## config.mk

```make
export PLATFORM = sky130hd
export DESIGN_NAME = point_light_tile_tint
export DESIGN_NICKNAME = d
export VERILOG_FILES = /design/src/hdl/plt_pkg.sv /design/src/hdl/plt_dist.sv /design/src/hdl/plt_sqrt.sv /design/src/hdl/plt_quot.sv /design/src/hdl/point_light_tile_tint.sv
export SDC_FILE = /design/constraint.sdc
export NUM_CORES = 2
export LEC_CHECK = 0
export ABC_AREA = 1
export BUFFER_PORTS_ARGS = -buffer_cell sky130_fd_sc_hd__buf_4
export CORE_MARGIN = 2
export CORE_UTILIZATION = 65
export DETAILED_ROUTE_END_ITERATION = 10
export PLACE_DENSITY_LB_ADDON = 0.2
export SLEW_MARGIN = 20
export SYNTH_ARGS = -nofsm -noshare
export SYNTH_HDL_FRONTEND = slang
export SYNTH_SLANG_ARGS = --single-unit
```

## constraint.sdc

```tcl
create_clock -name aclk -period 23.7 [get_ports aclk]
set_input_delay 4.74 -clock aclk [delete_from_list [all_inputs] [get_ports aclk]]
set_output_delay 4.74 -clock aclk [all_outputs]
set_load 0.05 [all_outputs]
```

## src/hdl/plt_pkg.sv

```systemverilog
// Shared constants, types and codes for the point light tile tint block.
package plt_pkg;

    // Map geometry.
    localparam int TILE_SIZE = 128;
    localparam int MAP_SIDE  = 256;

    // Field widths.
    localparam int COL_W    = 8;
    localparam int ROW_W    = 8;
    localparam int HGT_W    = 14;
    localparam int CH_W     = 8;
    localparam int LX_W     = 15;
    localparam int LH_W     = 14;
    localparam int LZ_W     = 15;
    localparam int RNG_W    = 15;
    localparam int COLOUR_W = 3;

    // Configuration port.
    localparam int CFG_W      = 15;
    localparam int CFG_ADDR_W = 3;

    localparam logic [CFG_ADDR_W-1:0] CFG_LIGHT_X      = 3'd0;
    localparam logic [CFG_ADDR_W-1:0] CFG_LIGHT_HEIGHT = 3'd1;
    localparam logic [CFG_ADDR_W-1:0] CFG_LIGHT_Z      = 3'd2;
    localparam logic [CFG_ADDR_W-1:0] CFG_LIGHT_RANGE  = 3'd3;
    localparam logic [CFG_ADDR_W-1:0] CFG_LIGHT_COLOUR = 3'd4;

    localparam logic [COLOUR_W-1:0] COLOUR_RED    = 3'd0;
    localparam logic [COLOUR_W-1:0] COLOUR_GREEN  = 3'd1;
    localparam logic [COLOUR_W-1:0] COLOUR_BLUE   = 3'd2;
    localparam logic [COLOUR_W-1:0] COLOUR_YELLOW = 3'd3;
    localparam logic [COLOUR_W-1:0] COLOUR_WHITE  = 3'd4;

    // Attenuation arithmetic.
    localparam int ATTEN_SCALE = 100;
    localparam int TINT_GAIN   = 2;
    localparam int CH_MAX      = 255;

    // Corner positions and distance widths.
    localparam int POS_X_MAX = ((1 << COL_W) - 1) * TILE_SIZE;
    localparam int POS_Z_MAX = ((1 << ROW_W) - 1) * TILE_SIZE;
    localparam int POS_X_W   = $clog2(POS_X_MAX + 1);
    localparam int POS_Z_W   = $clog2(POS_Z_MAX + 1);
    localparam int DX_W      = (POS_X_W > LX_W) ? POS_X_W : LX_W;
    localparam int DZ_W      = (POS_Z_W > LZ_W) ? POS_Z_W : LZ_W;
    localparam int DY_W      = (HGT_W > LH_W) ? HGT_W : LH_W;

    localparam longint unsigned SUM_MAX =
        ((longint'(1) << DX_W) - 1) * ((longint'(1) << DX_W) - 1) +
        ((longint'(1) << DY_W) - 1) * ((longint'(1) << DY_W) - 1) +
        ((longint'(1) << DZ_W) - 1) * ((longint'(1) << DZ_W) - 1);
    localparam int SUM_W = $clog2(SUM_MAX + 1);

    // Square root: two root bits per stage.
    localparam int SQ_N      = (SUM_W + 1) / 2;
    localparam int SQ_W      = 2 * SQ_N;
    localparam int SQ_STAGES = (SQ_N + 1) / 2;
    localparam int DIST_W    = SQ_N;

    // Divider: the quotient stays below ATTEN_SCALE while the corner is in range.
    localparam int Q_W       = $clog2(ATTEN_SCALE);
    localparam int DV_W      = RNG_W + Q_W;
    localparam int DV_STAGES = (Q_W + 1) / 2;
    localparam int ADD_W     = $clog2(TINT_GAIN * ATTEN_SCALE + 1);

    // Stream widths.
    localparam int S_TDATA_W = 56;
    localparam int M_TDATA_W = 32;

    // Register stages from input to output register.
    localparam int PIPE_DEPTH = 3 + SQ_STAGES + 1 + DV_STAGES + 1;

    typedef struct packed {
        logic [LX_W-1:0]     light_x;
        logic [LH_W-1:0]     light_height;
        logic [LZ_W-1:0]     light_z;
        logic [RNG_W-1:0]    light_range;
        logic [COLOUR_W-1:0] light_hue;
    } light_t;

    // live starts as the on-map test and is cleared later when out of range.
    typedef struct packed {
        logic            live;
        logic [CH_W-1:0] red;
        logic [CH_W-1:0] green;
        logic [CH_W-1:0] blue;
    } tile_t;

endpackage

```

## src/hdl/plt_dist.sv

```systemverilog
// Corner position, axis differences, squares and squared distance in three stages.
module plt_dist (
    input  logic                        aclk,
    input  logic                        aresetn,
    input  plt_pkg::light_t             light,
    input  logic                        in_valid,
    output logic                        in_ready,
    input  logic [plt_pkg::COL_W-1:0]   in_col,
    input  logic [plt_pkg::ROW_W-1:0]   in_row,
    input  logic [plt_pkg::HGT_W-1:0]   in_height,
    input  plt_pkg::tile_t              in_tile,
    output logic                        out_valid,
    input  logic                        out_ready,
    output logic [plt_pkg::SUM_W-1:0]   out_sum,
    output plt_pkg::tile_t              out_tile
);

    logic                       v1_reg, v2_reg, v3_reg;
    logic                       rdy1, rdy2, rdy3;
    logic [plt_pkg::DX_W-1:0]   dx_reg;
    logic [plt_pkg::DY_W-1:0]   dy_reg;
    logic [plt_pkg::DZ_W-1:0]   dz_reg;
    plt_pkg::tile_t             t1_reg, t2_reg, t3_reg;
    logic [plt_pkg::SUM_W-1:0]  sqx_reg, sqy_reg, sqz_reg, sum_reg;
    logic [plt_pkg::DX_W-1:0]   pos_x, lx, dx_next;
    logic [plt_pkg::DZ_W-1:0]   pos_z, lz, dz_next;
    logic [plt_pkg::DY_W-1:0]   hy, ly, dy_next;
    plt_pkg::tile_t             t1_next;

    assign rdy3     = !v3_reg || out_ready;
    assign rdy2     = !v2_reg || rdy3;
    assign rdy1     = !v1_reg || rdy2;
    assign in_ready = rdy1;

    always_comb begin
        pos_x = plt_pkg::DX_W'(32'(in_col) * plt_pkg::TILE_SIZE);
        pos_z = plt_pkg::DZ_W'(32'(in_row) * plt_pkg::TILE_SIZE);
        lx    = plt_pkg::DX_W'(light.light_x);
        lz    = plt_pkg::DZ_W'(light.light_z);
        hy    = plt_pkg::DY_W'(in_height);
        ly    = plt_pkg::DY_W'(light.light_height);
        dx_next = (pos_x > lx) ? (pos_x - lx) : (lx - pos_x);
        dz_next = (pos_z > lz) ? (pos_z - lz) : (lz - pos_z);
        dy_next = (hy > ly) ? (hy - ly) : (ly - hy);
        t1_next = in_tile;
        t1_next.live = (32'(in_col) < plt_pkg::MAP_SIDE) && (32'(in_row) < plt_pkg::MAP_SIDE);
    end

    always_ff @(posedge aclk) begin
        if (!aresetn) begin
            v1_reg <= 1'b0;
            v2_reg <= 1'b0;
            v3_reg <= 1'b0;
        end else begin
            if (rdy1) v1_reg <= in_valid;
            if (rdy2) v2_reg <= v1_reg;
            if (rdy3) v3_reg <= v2_reg;
        end
    end

    always_ff @(posedge aclk) begin
        if (rdy1 && in_valid) begin
            dx_reg <= dx_next;
            dy_reg <= dy_next;
            dz_reg <= dz_next;
            t1_reg <= t1_next;
        end
        if (rdy2 && v1_reg) begin
            sqx_reg <= plt_pkg::SUM_W'(dx_reg) * plt_pkg::SUM_W'(dx_reg);
            sqy_reg <= plt_pkg::SUM_W'(dy_reg) * plt_pkg::SUM_W'(dy_reg);
            sqz_reg <= plt_pkg::SUM_W'(dz_reg) * plt_pkg::SUM_W'(dz_reg);
            t2_reg  <= t1_reg;
        end
        if (rdy3 && v2_reg) begin
            sum_reg <= sqx_reg + sqy_reg + sqz_reg;
            t3_reg  <= t2_reg;
        end
    end

    assign out_valid = v3_reg;
    assign out_sum   = sum_reg;
    assign out_tile  = t3_reg;

endmodule

```

## src/hdl/plt_sqrt.sv

```systemverilog
// Pipelined floor square root, two root bits resolved in each stage.
module plt_sqrt (
    input  logic                        aclk,
    input  logic                        aresetn,
    input  logic                        in_valid,
    output logic                        in_ready,
    input  logic [plt_pkg::SUM_W-1:0]   in_sum,
    input  plt_pkg::tile_t              in_tile,
    output logic                        out_valid,
    input  logic                        out_ready,
    output logic [plt_pkg::DIST_W-1:0]  out_dist,
    output plt_pkg::tile_t              out_tile
);

    localparam int NST = plt_pkg::SQ_STAGES;
    localparam int W   = plt_pkg::SQ_W;

    logic           valid_reg [NST];
    logic           stage_rdy [NST];
    logic [W-1:0]   rem_reg   [NST];
    logic [W-1:0]   res_reg   [NST];
    plt_pkg::tile_t tile_reg  [NST];
    logic           src_valid [NST];
    logic [W-1:0]   src_rem   [NST];
    logic [W-1:0]   src_res   [NST];
    plt_pkg::tile_t src_tile  [NST];
    logic [W-1:0]   rem_next  [NST];
    logic [W-1:0]   res_next  [NST];

    always_comb begin
        src_valid[0] = in_valid;
        src_rem[0]   = W'(in_sum);
        src_res[0]   = '0;
        src_tile[0]  = in_tile;
        for (int g = 1; g < NST; g++) begin
            src_valid[g] = valid_reg[g-1];
            src_rem[g]   = rem_reg[g-1];
            src_res[g]   = res_reg[g-1];
            src_tile[g]  = tile_reg[g-1];
        end
    end

    // A stage may load when it is empty or its word moves on in the same cycle.
    always_comb begin
        stage_rdy[NST-1] = !valid_reg[NST-1] || out_ready;
        for (int g = NST - 2; g >= 0; g--) begin
            stage_rdy[g] = !valid_reg[g] || stage_rdy[g+1];
        end
    end

    assign in_ready = stage_rdy[0];

    // Digit-by-digit root with the bit weight fixed by the iteration number.
    always_comb begin
        logic [W-1:0] rem;
        logic [W-1:0] res;
        logic [W-1:0] bitv;
        logic [W:0]   trial;
        int           it;
        for (int g = 0; g < NST; g++) begin
            rem = src_rem[g];
            res = src_res[g];
            for (int j = 0; j < 2; j++) begin
                it = 2 * g + j;
                if (it < plt_pkg::SQ_N) begin
                    bitv  = W'(1) << (2 * (plt_pkg::SQ_N - 1 - it));
                    trial = {1'b0, res} + {1'b0, bitv};
                    if ({1'b0, rem} >= trial) begin
                        rem = rem - trial[W-1:0];
                        res = (res >> 1) + bitv;
                    end else begin
                        res = res >> 1;
                    end
                end
            end
            rem_next[g] = rem;
            res_next[g] = res;
        end
    end

    always_ff @(posedge aclk) begin
        if (!aresetn) begin
            for (int g = 0; g < NST; g++) valid_reg[g] <= 1'b0;
        end else begin
            for (int g = 0; g < NST; g++) begin
                if (stage_rdy[g]) valid_reg[g] <= src_valid[g];
            end
        end
    end

    always_ff @(posedge aclk) begin
        for (int g = 0; g < NST; g++) begin
            if (stage_rdy[g] && src_valid[g]) begin
                rem_reg[g]  <= rem_next[g];
                res_reg[g]  <= res_next[g];
                tile_reg[g] <= src_tile[g];
            end
        end
    end

    assign out_valid = valid_reg[NST-1];
    assign out_dist  = res_reg[NST-1][plt_pkg::DIST_W-1:0];
    assign out_tile  = tile_reg[NST-1];

endmodule

```

## src/hdl/plt_quot.sv

```systemverilog
// Range test, pipelined attenuation divide and saturating tint into the output register.
module plt_quot (
    input  logic                        aclk,
    input  logic                        aresetn,
    input  plt_pkg::light_t             light,
    input  logic                        in_valid,
    output logic                        in_ready,
    input  logic [plt_pkg::DIST_W-1:0]  in_dist,
    input  plt_pkg::tile_t              in_tile,
    output logic                        out_valid,
    input  logic                        out_ready,
    output plt_pkg::tile_t              out_tile
);

    localparam int NST = plt_pkg::DV_STAGES;
    localparam int W   = plt_pkg::DV_W;
    localparam int QW  = plt_pkg::Q_W;

    function automatic logic [plt_pkg::CH_W-1:0] sat_add(
        input logic [plt_pkg::CH_W-1:0]  c,
        input logic [plt_pkg::ADD_W-1:0] a
    );
        logic [plt_pkg::CH_W+plt_pkg::ADD_W-1:0] s;
        s = (plt_pkg::CH_W + plt_pkg::ADD_W)'(c) + (plt_pkg::CH_W + plt_pkg::ADD_W)'(a);
        if (32'(s) > plt_pkg::CH_MAX) begin
            return plt_pkg::CH_W'(plt_pkg::CH_MAX);
        end
        return s[plt_pkg::CH_W-1:0];
    endfunction

    logic           a_valid_reg, a_rdy;
    logic [W-1:0]   a_num_reg;
    plt_pkg::tile_t a_tile_reg;
    plt_pkg::tile_t a_tile_next;

    logic           valid_reg [NST];
    logic           stage_rdy [NST];
    logic [W-1:0]   rem_reg   [NST];
    logic [QW-1:0]  q_reg     [NST];
    plt_pkg::tile_t tile_reg  [NST];
    logic           src_valid [NST];
    logic [W-1:0]   src_rem   [NST];
    logic [QW-1:0]  src_q     [NST];
    plt_pkg::tile_t src_tile  [NST];
    logic [W-1:0]   rem_next  [NST];
    logic [QW-1:0]  q_next    [NST];

    logic                       o_valid_reg, o_rdy;
    plt_pkg::tile_t             o_tile_reg, o_tile_next;
    logic [plt_pkg::ADD_W-1:0]  add;
    logic [2:0]                 chan_mask;

    // Handshake chain from the output register back to the range test.
    always_comb begin
        o_rdy = !o_valid_reg || out_ready;
        stage_rdy[NST-1] = !valid_reg[NST-1] || o_rdy;
        for (int g = NST - 2; g >= 0; g--) begin
            stage_rdy[g] = !valid_reg[g] || stage_rdy[g+1];
        end
        a_rdy = !a_valid_reg || stage_rdy[0];
    end

    assign in_ready = a_rdy;

    // The scaled distance is only meaningful while the corner is in range.
    always_comb begin
        a_tile_next = in_tile;
        a_tile_next.live = in_tile.live && (32'(in_dist) < 32'(light.light_range));
    end

    always_ff @(posedge aclk) begin
        if (!aresetn) begin
            a_valid_reg <= 1'b0;
        end else if (a_rdy) begin
            a_valid_reg <= in_valid;
        end
    end

    always_ff @(posedge aclk) begin
        if (a_rdy && in_valid) begin
            a_num_reg  <= W'(32'(in_dist) * plt_pkg::ATTEN_SCALE);
            a_tile_reg <= a_tile_next;
        end
    end

    always_comb begin
        src_valid[0] = a_valid_reg;
        src_rem[0]   = a_num_reg;
        src_q[0]     = '0;
        src_tile[0]  = a_tile_reg;
        for (int g = 1; g < NST; g++) begin
            src_valid[g] = valid_reg[g-1];
            src_rem[g]   = rem_reg[g-1];
            src_q[g]     = q_reg[g-1];
            src_tile[g]  = tile_reg[g-1];
        end
    end

    // Restoring division, most significant quotient bit first.
    always_comb begin
        logic [W-1:0]  rem;
        logic [QW-1:0] q;
        logic [W-1:0]  dvs;
        int            it;
        for (int g = 0; g < NST; g++) begin
            rem = src_rem[g];
            q   = src_q[g];
            for (int j = 0; j < 2; j++) begin
                it = 2 * g + j;
                if (it < QW) begin
                    dvs = W'(light.light_range) << (QW - 1 - it);
                    if (rem >= dvs) begin
                        rem = rem - dvs;
                        q[QW-1-it] = 1'b1;
                    end
                end
            end
            rem_next[g] = rem;
            q_next[g]   = q;
        end
    end

    always_ff @(posedge aclk) begin
        if (!aresetn) begin
            for (int g = 0; g < NST; g++) valid_reg[g] <= 1'b0;
        end else begin
            for (int g = 0; g < NST; g++) begin
                if (stage_rdy[g]) valid_reg[g] <= src_valid[g];
            end
        end
    end

    always_ff @(posedge aclk) begin
        for (int g = 0; g < NST; g++) begin
            if (stage_rdy[g] && src_valid[g]) begin
                rem_reg[g]  <= rem_next[g];
                q_reg[g]    <= q_next[g];
                tile_reg[g] <= src_tile[g];
            end
        end
    end

    always_comb begin
        add = plt_pkg::ADD_W'(plt_pkg::TINT_GAIN *
                              (plt_pkg::ATTEN_SCALE - int'(q_reg[NST-1])));
        case (light.light_hue)
            plt_pkg::COLOUR_RED:    chan_mask = 3'b001;
            plt_pkg::COLOUR_GREEN:  chan_mask = 3'b010;
            plt_pkg::COLOUR_BLUE:   chan_mask = 3'b100;
            plt_pkg::COLOUR_YELLOW: chan_mask = 3'b011;
            plt_pkg::COLOUR_WHITE:  chan_mask = 3'b111;
            default:                chan_mask = 3'b000;
        endcase
        if (!tile_reg[NST-1].live) chan_mask = 3'b000;
        o_tile_next       = tile_reg[NST-1];
        o_tile_next.red   = chan_mask[0] ? sat_add(tile_reg[NST-1].red, add)
                                         : tile_reg[NST-1].red;
        o_tile_next.green = chan_mask[1] ? sat_add(tile_reg[NST-1].green, add)
                                         : tile_reg[NST-1].green;
        o_tile_next.blue  = chan_mask[2] ? sat_add(tile_reg[NST-1].blue, add)
                                         : tile_reg[NST-1].blue;
    end

    always_ff @(posedge aclk) begin
        if (!aresetn) begin
            o_valid_reg <= 1'b0;
        end else if (o_rdy) begin
            o_valid_reg <= valid_reg[NST-1];
        end
    end

    always_ff @(posedge aclk) begin
        if (o_rdy && valid_reg[NST-1]) o_tile_reg <= o_tile_next;
    end

    assign out_valid = o_valid_reg;
    assign out_tile  = o_tile_reg;

endmodule

```

## src/hdl/point_light_tile_tint.sv

```systemverilog
// Top level of the point light tile tint block: configuration registers and pipeline.
//
//   Channel  Direction  Word
//   s_       in         tile visit: column, row, corner height, red, green, blue
//   m_       out        tinted colour and in-range flag
//   cfg_     in         light register write, no read-back
//
// One word is taken every cycle while the output is not held; a taken word passes
// through three distance stages, eight square-root stages of two root bits each,
// a range-test stage, four divider stages of up to two quotient bits each, and
// the output register.
// Reset clears every valid bit and sets the light registers to zero, colour white.
// Each stage holds its word while the next is full and held, and empty stages fill up
// under a stall, so nothing is dropped or repeated.
module point_light_tile_tint (
    input  logic                              aclk,
    input  logic                              aresetn,
    input  logic                              s_tvalid,
    output logic                              s_tready,
    // tile_col, tile_row, corner_height, red_in, green_in, blue_in, zero fill
    input  logic [plt_pkg::S_TDATA_W-1:0]     s_tdata,
    output logic                              m_tvalid,
    input  logic                              m_tready,
    // red_out, green_out, blue_out, in_range, zero fill
    output logic [plt_pkg::M_TDATA_W-1:0]     m_tdata,
    input  logic                              cfg_wr_en,
    input  logic [plt_pkg::CFG_ADDR_W-1:0]    cfg_addr,
    input  logic [plt_pkg::CFG_W-1:0]         cfg_wdata
);

    plt_pkg::light_t                light_reg;
    plt_pkg::tile_t                 in_tile;
    logic                           d_valid, d_ready;
    logic [plt_pkg::SUM_W-1:0]      d_sum;
    plt_pkg::tile_t                 d_tile;
    logic                           r_valid, r_ready;
    logic [plt_pkg::DIST_W-1:0]     r_dist;
    plt_pkg::tile_t                 r_tile;
    plt_pkg::tile_t                 o_tile;

    always_ff @(posedge aclk) begin
        if (!aresetn) begin
            light_reg.light_x      <= '0;
            light_reg.light_height <= '0;
            light_reg.light_z      <= '0;
            light_reg.light_range  <= '0;
            light_reg.light_hue    <= plt_pkg::COLOUR_WHITE;
        end else if (cfg_wr_en) begin
            case (cfg_addr)
                plt_pkg::CFG_LIGHT_X:
                    light_reg.light_x <= cfg_wdata[plt_pkg::LX_W-1:0];
                plt_pkg::CFG_LIGHT_HEIGHT:
                    light_reg.light_height <= cfg_wdata[plt_pkg::LH_W-1:0];
                plt_pkg::CFG_LIGHT_Z:
                    light_reg.light_z <= cfg_wdata[plt_pkg::LZ_W-1:0];
                plt_pkg::CFG_LIGHT_RANGE:
                    light_reg.light_range <= cfg_wdata[plt_pkg::RNG_W-1:0];
                plt_pkg::CFG_LIGHT_COLOUR:
                    light_reg.light_hue <= cfg_wdata[plt_pkg::COLOUR_W-1:0];
                default: ;
            endcase
        end
    end

    always_comb begin
        in_tile.live  = 1'b0;
        in_tile.red   = s_tdata[37:30];
        in_tile.green = s_tdata[45:38];
        in_tile.blue  = s_tdata[53:46];
    end

    plt_dist u_dist (
        .aclk      (aclk),
        .aresetn   (aresetn),
        .light     (light_reg),
        .in_valid  (s_tvalid),
        .in_ready  (s_tready),
        .in_col    (s_tdata[7:0]),
        .in_row    (s_tdata[15:8]),
        .in_height (s_tdata[29:16]),
        .in_tile   (in_tile),
        .out_valid (d_valid),
        .out_ready (d_ready),
        .out_sum   (d_sum),
        .out_tile  (d_tile)
    );

    plt_sqrt u_sqrt (
        .aclk      (aclk),
        .aresetn   (aresetn),
        .in_valid  (d_valid),
        .in_ready  (d_ready),
        .in_sum    (d_sum),
        .in_tile   (d_tile),
        .out_valid (r_valid),
        .out_ready (r_ready),
        .out_dist  (r_dist),
        .out_tile  (r_tile)
    );

    plt_quot u_quot (
        .aclk      (aclk),
        .aresetn   (aresetn),
        .light     (light_reg),
        .in_valid  (r_valid),
        .in_ready  (r_ready),
        .in_dist   (r_dist),
        .in_tile   (r_tile),
        .out_valid (m_tvalid),
        .out_ready (m_tready),
        .out_tile  (o_tile)
    );

    assign m_tdata = {7'b0, o_tile.live, o_tile.blue, o_tile.green, o_tile.red};

endmodule

```

=== Yosys cells after proc, flatten, opt, wreduce, memory -nomap -nowiden ===
Memory sizes are Yosys's and may differ from the RTL's.
Index checks and enable logic that the tools add are counted.

* Bits in registers: 373
* Bits in writable memories: 940
* Input bits: 79
* Output and inout port bits: 34
* Word-level logic and storage cells: 357
* Memories: 8

{| class="wikitable"
|+ Memory list
! memory !! words !! bits a word !! read ports !! clocked after memory_dff !! write ports !! line !! text
|-
| u_sqrt.rem_reg || 8 || 32 || 7 || 0 || 8 || plt_sqrt.sv:20 || <nowiki>logic [W-1:0] rem_reg [NST];</nowiki>
|-
| u_sqrt.res_reg || 8 || 32 || 8 || 0 || 8 || plt_sqrt.sv:21 || <nowiki>logic [W-1:0] res_reg [NST];</nowiki>
|-
| u_sqrt.tile_reg || 8 || 25 || 8 || 0 || 8 || plt_sqrt.sv:22 || <nowiki>plt_pkg::tile_t tile_reg [NST];</nowiki>
|-
| u_quot.tile_reg || 4 || 25 || 4 || 0 || 4 || plt_quot.sv:40 || <nowiki>plt_pkg::tile_t tile_reg [NST];</nowiki>
|-
| u_quot.rem_reg || 4 || 22 || 3 || 0 || 4 || plt_quot.sv:38 || <nowiki>logic [W-1:0] rem_reg [NST];</nowiki>
|-
| u_quot.q_reg || 4 || 7 || 4 || 0 || 4 || plt_quot.sv:39 || <nowiki>logic [QW-1:0] q_reg [NST];</nowiki>
|-
| 2 more memories || -- || -- || -- || -- || -- || -- ||
|}

* Add/subtract/negate cells: 65
* Multipliers: 4
* $lt $le $gt $ge: 30
* Equality and inequality tests: 8
* Mux-type cells: 136
* Bitwise gates (word level): 12
* Reduce and logical (&&, ||, !) cells: 59

{| class="wikitable"
|+ Operators by type and width
! kind !! count
|-
| $mux 32 || 31
|-
| $ge 32x33->1 || 15
|-
| $sub 32x32->32 || 15
|-
| $mux 22 || 7
|-
| $mux 1 || 83
|-
| $mux 8 || 9
|-
| $mul 15x15->30 || 2
|-
| $sub 15x15->15 || 4
|-
| $gt 16x8->1 const B || 3
|-
| $add 32x1->33 const B || 1
|-
| $add 32x11->33 const B || 1
|-
| $add 32x13->33 const B || 1
|-
| $add 32x15->33 const B || 1
|-
| $add 32x17->33 const B || 1
|-
| $add 32x19->33 const B || 1
|-
| $add 32x21->33 const B || 1
|-
| $add 32x23->33 const B || 1
|-
| $add 32x25->33 const B || 1
|-
| $add 32x27->33 const B || 1
|-
| $add 32x3->33 const B || 1
|-
| $add 32x5->33 const B || 1
|-
| $add 32x7->33 const B || 1
|-
| $add 32x9->33 const B || 1
|-
| $add 31x1->32 const B || 1
|-
| other kinds (55) || 130
|}

=== Logic depth before layout (Yosys ltp) ===
* Depth after elaboration: 19
* Depth in mapped cells: 34
* Gate-level depth less buffers: 31

=== Cells and area by module ===
A second synthesis with hierarchy kept.

* Cells, all modules: 9904
* Area total of the unflattened synthesis: 83877.9 um^2

{| class="wikitable"
|+ Modules (own cells, without submodules)
! module !! instances !! cells an instance !! area each (um^2) !! sequential area each (um^2)
|-
| plt_dist || 1 || 4252 || 33880.0 || 7056.8
|-
| plt_sqrt || 1 || 3300 || 29463.3 || 15134.5
|-
| plt_quot || 1 || 1978 || 17858.4 || 7637.3
|-
| point_light_tile_tint || 1 || 374 || 2676.3 || 1241.2
|}

=== Worst setup path before layout ===
Ideal clock, no wire load.

* Path type: input to output
* Start: input port m_tready
* End: output port s_tready
* Arrival: 6.650 ns
* Data required time: 18.960 ns
* Setup slack: 12.310 ns
* Cell stages on the path: 16
* Buffers on the path: 0
* Path through: inv_1 nand2_1 nor2_1 nand2_1 nor2_2 nand2_1 nor2_1 nand2_1 nor2_2 nand2_1 nor2_1 nand2_1 nor2_2 nand3_2 nor2_2 nand3_1

* Word-level cells in the longest chain between the ends: 17

{| class="wikitable"
|+ Ends and longest elaborated chain
! what !! line !! text
|-
| from (decl) || point_light_tile_tint.sv:23 || <nowiki>input logic m_tready,</nowiki>
|-
| $logic_or 1x1->1 || plt_quot.sv:55 || <nowiki>o_rdy = !o_valid_reg || out_ready;</nowiki>
|-
| $logic_or 1x1->1 || plt_quot.sv:56 || <nowiki>stage_rdy[NST-1] = !valid_reg[NST-1] || o_rdy;</nowiki>
|-
| $logic_or 1x1->1 (3 in a row) || plt_quot.sv:58 || <nowiki>stage_rdy[g] = !valid_reg[g] || stage_rdy[g+1];</nowiki>
|-
| $logic_or 1x1->1 || plt_quot.sv:60 || <nowiki>a_rdy = !a_valid_reg || stage_rdy[0];</nowiki>
|-
| $logic_or 1x1->1 || plt_sqrt.sv:45 || <nowiki>stage_rdy[NST-1] = !valid_reg[NST-1] || out_ready;</nowiki>
|-
| $logic_or 1x1->1 (7 in a row) || plt_sqrt.sv:47 || <nowiki>stage_rdy[g] = !valid_reg[g] || stage_rdy[g+1];</nowiki>
|-
| $logic_or 1x1->1 || plt_dist.sv:30 || <nowiki>assign rdy3 = !v3_reg || out_ready;</nowiki>
|-
| $logic_or 1x1->1 || plt_dist.sv:31 || <nowiki>assign rdy2 = !v2_reg || rdy3;</nowiki>
|-
| $logic_or 1x1->1 || plt_dist.sv:32 || <nowiki>assign rdy1 = !v1_reg || rdy2;</nowiki>
|-
| to (decl) || point_light_tile_tint.sv:19 || <nowiki>output logic s_tready,</nowiki>
|}

Every way passes these cells.

=== Final worst setup path ===
Same ends and word-level chain as after synthesis.

==> results.md <==
* Clock-pin slew on the worst setup and hold paths at 0.06 ns
* Avg Cell Area, Syn at 8.953 um2
* Final GP Congestion at 0.9528
* Root Driver: clkbuf_16
* DIE HEIGHT at 353.1 um
* Reg area at 30820 um2
* Routed via count at 59470
* N_diodes at 0
* Mapped Cells at 8847
* PD cells at 138.9 nW/um2
* Final Hold Vio Count at 0
* Antenna violations before repair at 6
* H-Tree Depth at 3
* Pins Over Slew Limit at 0
* VDD IR-drop max at 341.0 uV
* FILL cells at 9308
* Critical path data required time at 18.96 ns
* Starting Density at 65.25%
* CP delay by family, top: simple AND/OR/NAND/NOR gates
* Final WL at 188.0 mm
* CTS Buffer Depth at 3
* CTS Buf Count at 107
* Max-cap viol count at 0
* Largest register FFs at 224
* Critical path buffer and inverter count at 3
* Vias in the first global route at 59390
* Worst hold slack at 0.3966 ns
* Internal power at 0.006363 W
* Sw frac at 46.24%
* Critical path launch point type: primary input
* Leading area contributor after synthesis: edfxtp_1
* Post-DRT Antenna Nets at 0
* Unique masters post-synth at 71
* Clk pwr share at 14.3%
* CP Cell Sequence: buf_4 > inv_1 > nand2_1 > nor2_1 > nand2_1 > nor2_2 > nand2_1 > nor2_1 > nand2_1 > nor2_2 > nand2_1 > nor2_1 > nand2_1 > nor2_2 > nand3_2 > nor2_2 > nand3_1 > buf_4
* WP data arrival at 7.89 ns
* Final period util at 53.28%
* Crit path max fanout at 4
* CTS tree: built
* Netlist Area Pre-Place at 79210 um2
* Worst slew pin tran at 0.9580 ns
* Area grow syn2layout at 7.579%
* Iter 0 DRT Violations at 4890
* Multi-input gate area at 41560 um2
* Count of flip-flops with a built-in enable after synthesis at 979
* Most frequent cell on the critical path: nand2_1
* Crit-path max cell delay at 0.35 ns
* CP Capture Type: output pin
* Sw power at 0.005472 W
* Die area at 124700 um2
* Crit-path slowest cell: nor2_2
* Post-CTS Repair Setup Buffers at 0
* Yosys Warn Count at 0
* # setup viols final at 0
* Std-Cell Rows at 128
* Buffers on Ports at 103
* P_leak at 39.73 nW
* Synth Flop Type: edfxtp_1
* Worst-Skew Late Latency at 0.73 ns
* CP Class: in2out
* Class of the most critical hold timing path: reg2reg
* Status: completed
* Core box area at 121400 um2
* Yosys reg bits at 1050
* Share of cells above drive strength 1 at 5.013%
* Total track usage at 30.57%
* Drc violations at 0
* Gate power share at 63.0%
* Setup TNS at 0 ns
* Hold Buf Count CTS at 0
* Cts repair resizes at 0
* WL per Instance at 17.63 um
* Largest net degree at the start of global routing at 86
* Asr flop ratio synth at 0%
* Share of the synthesized area in the top cell type at 37.12%
* Global-route wire length before repair at 305.4 mm
* DR pass1 iterations at 6
* Ports at 113
* Share of power burned in registers at 22.6%
* RSZ-0062 raised after global routing: no
* Final min period at 12.63 ns
* Max Fclk at 0.07919 GHz
* Detailed Place HPWL at 147.3 mm
* Synth area leaders: edfxtp_1 (37%), ha_1 (12%), fa_1 (10%), nand2_1 (9.1%), inv_1 (7.8%)
* Max-slew headroom at 36.06%
* Sequential share of the synthesized area at 38.91%
* Count of clock tree sinks at 1050
* Die W at 353.1 um
* DR vias/cell at 5.578
* Total Nets Final at 10180
* Skew final at 0.03051 ns
* GRT overflow at 0
[area by class of cell]
type,count,area share [%]
Multi-Input combinational cell,5997,48.77
Inverter,1659,7.314
Timing Repair Buffer,130,1.169
Sequential cell,1050,36.17
Tap cell,1625,2.386
Clock inverter,72,0.8928
Clock buffer,128,3.295
[layout by cell type, fill, tap and decap left out, drive strengths merged, types with 6 or more instances in the layout]
master	Yosys	routed
a21boi	18	18
a21o	31	31
a21oi	536	536
a31o	8	8
a31oi	44	44
and2	8	8
and3	6	6
buf	41	130
bufinv	0	9
clkbuf	106	128
clkinv	3	54
clkinvlp	0	6
conb	1	7
dfxtp	71	71
edfxtp	979	979
fa	414	414
ha	737	737
inv	1656	1662
mux2	6	6
nand2	1935	1935
nand3	371	371
nand3b	26	26
nand4	114	114
nor2	602	602
nor3	86	86
nor3b	6	6
nor4	39	39
o211ai	17	17
o21a	33	33
o21ai	438	438
o21bai	30	30
o221ai	7	7
o31ai	7	7
or2	19	19
xnor2	151	151
xor2	281	281
[synthesized netlist by cell type (all sizes together) (2+ instances only)]
master	instances
nand2	1935
inv	1656
edfxtp	979
ha	737
nor2	602
a21oi	536
o21ai	438
fa	414
nand3	371
xor2	281
xnor2	151
nand4	114
clkbuf	106
nor3	86
dfxtp	71
a31oi	44
buf	41
nor4	39
o21a	33
a21o	31
o21bai	30
nand3b	26
or2	19
a21boi	18
o211ai	17
a31o	8
and2	8
o221ai	7
o31ai	7
and3	6
mux2	6
nor3b	6
a211oi	3
clkinv	3
o221a	3
a2111oi	2
a221oi	2
a2bb2oi	2
a32oi	2
[worst paths after layout]
check,start,end,slack (ns),cells past startpoint
setup / recovery,m_tready,s_tready,11.07,18
hold / removal,u_dist.out_tile[17],u_sqrt.tile_reg[0][17],0.40,0
setup reg to reg,u_dist.dz_reg[3],u_dist.sqz_reg[27],16.99,23
hold reg to reg,u_dist.out_tile[17],u_sqrt.tile_reg[0][17],0.40,0
[power by group through the flow]
stage	registers [W]	logic [W]	clock network, W
2_1_floorplan	0.00263	0.00560	0
3_3_place_gp	0.00271	0.00720	0
3_5_place_dp	0.00271	0.00733	0
4_1_cts	0.00268	0.00745	0.00172
5_1_grt	0.00269	0.00849	0.00178
6_report	0.00268	0.00746	0.00170
[metal layers]
metal / GRT usage [%] / wire [um]
met1: 41.48 / 80470
met3: 3.700 / 11740
met5: 0 / 13
met4: 8.664 / 5028
met2: 52.03 / 90710
[per-stage QoR]
| stage | util, % | setup slack [ns] | instances | cell area, um2 | power, W |
|---|---|---|---|---|---|
| finish | 70.19 | 11.07 | 10660 | 85210 | 0.01184 |
| global route | 70.19 | 10.87 | 10660 | 85210 | 0.01296 |
| CTS | 70.16 | 11.14 | 10660 | 85170 | 0.01184 |
| detailed placement | 67.22 | 11.25 | 10460 | 81600 | 0.01004 |
| global placement | 67.22 | 11.36 | 10460 | 81600 | 0.009909 |
| floorplan | - | 12.31 | 8853 | 79230 | 0.008231 |
[cell families after synthesis]
| kind of cell | count (synthesis) | share of synthesized area (%) |
|---|---|---|
| buffers and inverters | 1806 | 8.747 |
| AND/OR/NAND/NOR | 3215 | 17.14 |
| AO/OA/AOI/OAI | 1185 | 8.219 |
| multiplexers | 7 | 0.09793 |
| adder cells (fa/ha/maj) | 1151 | 22.11 |
| other | 1 | 0.004734 |
| flip-flops | 1050 | 38.91 |
| XOR/XNOR | 432 | 4.777 |
No activity file was read; power rests on OpenSTA's default activity.
